`src/hdl/quad_to_oriented_box_top_assert.svh`:
```
// ----------------------------------------------------------------------------
// quad_to_oriented_box_top_assert.svh
// Assertion macros for the quadrilateral to oriented box block.
// ----------------------------------------------------------------------------
`ifndef QUAD_TO_ORIENTED_BOX_TOP_ASSERT_SVH
`define QUAD_TO_ORIENTED_BOX_TOP_ASSERT_SVH

// condition holds at every clock edge out of reset
`define QOB_ASSERT_ALWAYS(lbl, cond, msg) \
  lbl: assert property (@(posedge clk) disable iff (!rst_n) (cond)) else $error(msg);

// antecedent in this cycle implies consequent in the next one
`define QOB_ASSERT_NEXT(lbl, ante, cons, msg) \
  lbl: assert property (@(posedge clk) disable iff (!rst_n) (ante) |=> (cons)) \
    else $error(msg);

`endif

```
`src/hdl/qob_isqrt.sv`:
```
// ----------------------------------------------------------------------------
// qob_isqrt
// Pipelined integer square root, one result bit per stage, with remainder.
// ----------------------------------------------------------------------------
module qob_isqrt #(
  parameter int IN_W = 34
) (
  input  logic                clk,
  input  logic                en,
  input  logic [IN_W-1:0]     rad,
  output logic [IN_W/2-1:0]   root,
  output logic [IN_W/2:0]     rem
);

  localparam int RT_W = IN_W / 2;
  localparam int RM_W = RT_W + 3;

  logic [RT_W-1:0] root_r [RT_W];
  logic [RT_W-1:0] root_nxt [RT_W];
  logic [RM_W-1:0] rem_r [RT_W];
  logic [RM_W-1:0] rem_nxt [RT_W];
  logic [IN_W-1:0] rad_r [RT_W];
  logic [IN_W-1:0] rad_nxt [RT_W];

  // one restoring step per stage: bring down two radicand bits, try root*4+1
  always_comb begin
    logic [RT_W-1:0] s_root;
    logic [RM_W-1:0] s_rem;
    logic [IN_W-1:0] s_rad;
    logic [RM_W-1:0] r_sh;
    logic [RM_W-1:0] trial;
    for (int k = 0; k < RT_W; k++) begin
      if (k == 0) begin
        s_root = '0;
        s_rem  = '0;
        s_rad  = rad;
      end else begin
        s_root = root_r[k-1];
        s_rem  = rem_r[k-1];
        s_rad  = rad_r[k-1];
      end
      r_sh  = {s_rem[RM_W-3:0], s_rad[IN_W-1 -: 2]};
      trial = {1'b0, s_root, 2'b01};
      if (r_sh >= trial) begin
        rem_nxt[k]  = r_sh - trial;
        root_nxt[k] = {s_root[RT_W-2:0], 1'b1};
      end else begin
        rem_nxt[k]  = r_sh;
        root_nxt[k] = {s_root[RT_W-2:0], 1'b0};
      end
      rad_nxt[k] = {s_rad[IN_W-3:0], 2'b00};
    end
  end

  always_ff @(posedge clk) begin
    if (en) begin
      root_r <= root_nxt;
      rem_r  <= rem_nxt;
      rad_r  <= rad_nxt;
    end
  end

  assign root = root_r[RT_W-1];
  assign rem  = rem_r[RT_W-1][RT_W:0];

endmodule

```
`config.mk`:
```
export PLATFORM = sky130hd
export DESIGN_NAME = qob_isqrt
export DESIGN_NICKNAME = d
export VERILOG_FILES = /design/src/hdl/quad_to_oriented_box_top_assert.svh /design/src/hdl/qob_isqrt.sv
export SDC_FILE = /design/constraint.sdc
export NUM_CORES = 1
export LEC_CHECK = 0
export BUFFER_PORTS_ARGS = -buffer_cell sky130_fd_sc_hd__buf_2
export CAP_MARGIN = 15
export CORE_MARGIN = 1.5
export CORE_UTILIZATION = 45
export DETAILED_ROUTE_END_ITERATION = 12
export GPL_TIMING_DRIVEN = 1
export SKIP_LAST_GASP = 1
export SLEW_MARGIN = 30
export SYNTH_ARGS = -nofsm -noshare
export SYNTH_HDL_FRONTEND = slang
export SYNTH_SLANG_ARGS = --single-unit
export TNS_END_PERCENT = 50
```
`constraint.sdc`:
```
create_clock -name clk -period 4.8 [get_ports clk]
set_input_delay 0.48 -clock clk [delete_from_list [all_inputs] [get_ports clk]]
set_output_delay 0.48 -clock clk [all_outputs]
set_load 0.05 [all_outputs]
```
## Word level (Yosys, flattened, before mapping)

Cells that the tools add are included.
Widths: inputs -> output; s select.

| word-level totals | value |
|---|---|
| word-level logic and storage cells | 119 |
| input bits | 36 |
| flip-flop bits (word level) | 716 |
| output and inout bits | 35 |

| cells by class | value |
|---|---|
| add/subtract/negate cells | 17 |
| muxes and demuxes | 34 |
| order comparisons | 17 |

Operator list:

| cell | number |
|---|---|
| $mux 18 | 16 |
| $ge 20x10->1 | 1 |
| $ge 20x11->1 | 1 |
| $ge 20x12->1 | 1 |
| $ge 20x13->1 | 1 |
| $ge 20x14->1 | 1 |
| $ge 20x15->1 | 1 |
| $ge 20x16->1 | 1 |
| $ge 20x17->1 | 1 |
| $ge 20x18->1 | 1 |
| $ge 20x3->1 | 1 |
| $ge 20x4->1 | 1 |
| $ge 20x5->1 | 1 |
| $ge 20x6->1 | 1 |
| $ge 20x7->1 | 1 |
| $ge 20x8->1 | 1 |
| $ge 20x9->1 | 1 |
| $sub 18x10->18 | 1 |
| $sub 18x11->18 | 1 |
| $sub 18x12->18 | 1 |
| $sub 18x13->18 | 1 |
| $sub 18x14->18 | 1 |
| $sub 18x15->18 | 1 |
| $sub 18x16->18 | 1 |
| other kinds (13) | 29 |

## Depth between registers and ports, before layout

| depth | value |
|---|---|
| depth in word-level cells | 2 |
| depth in mapped cells | 13 |
| depth with buffers taken out | 12 |

## Least setup slack after synthesis

OpenSTA, ideal clock, no wires.

| timing | value |
|---|---|
| path type | flip-flop to flip-flop |
| start | register rem_r[51] in the netlist's numbering |
| end | register rem_r[31] in the netlist's numbering (data pin) |
| period minus slack after synthesis | 2.909 ns |
| slack | 1.891 ns |
| cell stages (with the launch flop) | 12 |
| data arrival time | 2.647 ns |
| cell sequence | edfxtp_1 -> ha_1 -> clkbuf_1 -> and2_1 -> nand3_1 -> inv_1 -> a221oi_1 -> o31a_1 -> o41ai_1 -> a21oi_2 -> buf_2 -> mux2_1 |

RTL lines:

| element | RTL line | text |
|---|---|---|
| start, declared | qob_isqrt.sv:20 | `logic [RM_W-1:0] rem_r [RT_W];` |
| start signal, assigned | qob_isqrt.sv:58 | `rem_r <= rem_nxt;` |

==> metrics.yaml <==
p_int_mw: 12.4
numPortBuffers: 70
switchingPower_mw: 4.66
power.static_leakage_nw: 14.4
n_fill_cell: 5931
areaGrowthSynthToFinish_pct: 13.3
fin_total_pwr_mw: 17.1
netlist_instances: 2531
die_x_um: 273
vias_per_cell: 5.20
hold_path.class: "in -> reg"
synth_top_area_cell: "edfxtp_1"
firstDrtPassIters: 6
grt_pass1_wl_um: 91700
synth_area_um2: 32900
p_clk_frac: 0.341
startpoint_type: "register"
grt_usage: 0.149
top_level_ports: 71
cts_root_buffer: "clkbuf_16"
drive_above_1_share: 0.0873
core_um2: 72000
die_y_um: 273
slew_headroom: 0.366
grt_pass1_vias: 19000
worst_setup_path_end_kind: "register"
switching_share: 0.272
synthArstFlopShare: 0
rsz0062_at_grt: "no"
worstMarginPinSlew_ns: 0.951
gp_congestion: 0.913
cts_tree: "built"
finalMaxSlewViolations: 0
p_seq_frac: 0.478
globalRouteOverflowTotal: 0
cp_max_fo: 27
dp_hpwl_um: 38200
ys.warnings.count: 0
power_frac_comb: 0.181
cts.clk_slew.worst_paths_ns: 0.06
cts_buffers: 78
synth_edf_count: 711
wl_per_cell_um: 15.1
fmax_mhz: 292
vias: 19200
syn-num-nets: 2740
ys_seq_area_frac: 0.649
antenna_found_initial: 0
avgSynthCellArea_um2: 13.0
cts.path.max_buffers: 3
htreeDepth: 3
post_cts_resized: 0
status: "complete, no violations"
grt_max_degree: 113
final_hold_viol_count: 0
final-setup-viol-count: 0
fin_tns_setup_ns: 0
clock_latency_ns: 0.62
diodes: 0
nets: 2887
critPathKind: "reg -> reg"
synth_flop_cell: "edfxtp_1"
num_rows: 98
dieArea_um2: 74800
synth.top_cell.area_share: 0.649
min_period_over_period: 0.714
worstPathArrival_ns: 3.79
cts.sinks: 711
finalCriticalPeriod_ns: 3.43
powerDensity_nw_per_um2: 459
synth_area_leaders: "edfxtp_1 65%, ha_1 6.6%, xor2_1 2.9%"
crit_required_ns: 5.17
yosysUniqueCellTypes: 74
wirelength_um: 55600
whs_ns: 0.142
skew_ns: 0.0326
start_util: 0.457
postRouteAntennaNets: 0
drc: 0
vdd_drop_max_uv: 331
cap_violations: 0
first_iter_violations: 1119
synth-seq-cells: 711
## timing repair
| item | 4_1_cts | 5_1_grt |
|---|---|---|
| setup endpoints to repair | 0 | 0 |
| hold buffers | 32 | 0 |
| buffers inserted | 0 | 0 |
| hold endpoints to repair | 32 | 0 |
## stage by stage
stage,setup WS [ns],cell area [um2],std cells,util
2_1_floorplan,1.89,32900,2531,-
3_3_place_gp,1.44,34400,3516,0.478
3_5_place_dp,1.30,34400,3516,0.478
4_1_cts,1.30,37300,3689,0.518
5_1_grt,1.13,37300,3689,0.518
6_report,1.37,37300,3689,0.518
## power by group through the flow
stage	logic, mW	clock network [mW]	registers (mW)
after floorplan	2.41	0	8.20
after detailed placement	3.04	0	8.31
final	3.10	5.83	8.18
after global placement	2.95	0	8.29
after CTS	3.08	6.02	8.18
after global routing	3.47	6.24	8.26
## logic make-up after synthesis
kind of cell / Yosys count / share of synthesized area
DFF: 711 / 0.649
and+or+nand+nor: 633 / 0.0943
AOI/OAI and AO/OA: 482 / 0.0874
buffers and inverters: 281 / 0.0343
xor gates and xnor gates: 206 / 0.0548
adders and majority gates: 173 / 0.0658
muxes: 44 / 0.0147
other: 1 / 0.000114
## Yosys cell counts, types with 4 or more instances
library cell,number
edfxtp_1,711
inv_1,225
nand2_1,179
ha_1,173
a21oi_1,156
nor2_1,153
o21ai_0,135
xor2_1,108
xnor2_1,98
nor3_1,57
a21o_1,37
nand3_1,36
clkbuf_1,33
o21a_1,33
nand2b_1,29
nor4_1,29
nor2b_1,27
or3_1,26
nand4_1,24
mux2_2,21
buf_4,19
o21ai_1,19
mux2_1,15
o31ai_1,14
or4_1,14
a31oi_1,12
and2_1,11
o21bai_1,11
o211ai_1,10
or2_2,10
mux2i_1,8
a211oi_1,7
and3_1,7
nor4b_1,7
o31a_1,6
o22ai_1,5
or2_1,5
a2111oi_0,4
o41ai_1,4
## per-layer routing
layer  track usage  vias to the layer above  routed length (um)
met2         0.246                      378               26000
met3        0.0258                      118                2370
met1         0.196                     9110               25600
li1              -                     9566                   -
met4        0.0582                        0                1650
met5             0                        -                   0
## layout make-up
cell class | instances | area [um2] | area share
clock buffer | 95 | 2020 | 0.0541
sequential | 711 | 21400 | 0.573
multi-input combinational | 1539 | 10400 | 0.280
tap | 950 | 1190 | 0.0319
timing repair buffer | 121 | 898 | 0.0241
clock inverter | 46 | 532 | 0.0143
inverter | 227 | 852 | 0.0229
## state kept, by name, summed over array words and instances, names as in the netlist
signal   flops
rad_r       32
rem         18
rem_r      268
root        17
root_r     136
rad_nxt    240
## critical path: stages, from the launching register on
cell and delay (ns):
edfxtp_1 0.36, inv_1 0.05, ha_1 0.34, nor2b_1 0.15
o21ai_1 0.12, nand2b_1 0.13, a211oi_1 0.81, o31ai_1 0.19
or2_2 0.54, nor2b_1 0.22, mux2_2 0.26
## final timing paths
kind,from,end,slack [ns],cells after the start
min,rad[33],root_r[272],0.14,2
min reg2reg,rad_nxt[473],rad_nxt[441],0.42,0
max,root_r[68],rem_r[77],1.37,10
max reg2reg,root_r[68],rem_r[77],1.37,10
## layout by cell type (no fill, tap or decap), types with 8 or more instances in the layout
cell           instances
o21ai_0              135
xor2_1               108
nand2b_1              29
buf_2                 69
a21oi_1              156
clkinv_2              14
or2_2                 11
nand3_1               36
nor2b_1               27
nor3_1                57
o31ai_1               14
mux2_1                15
clkinv_1              18
xnor2_1               98
clkbuf_1              17
a31oi_1               12
o21a_1                33
clkbuf_16             78
nor4_1                29
o211ai_1              10
o21bai_1              11
buf_4                 13
or4_1                 14
nor2_1               153
dlygate4sd3_1         32
mux2_2                21
nand4_1               24
nand2_1              179
edfxtp_1             711
and2_1                11
a21o_1                37
inv_1                225
o21ai_1               19
mux2i_1                8
or3_1                 26
ha_1                 173
Power figures use the tool's default switching activity.
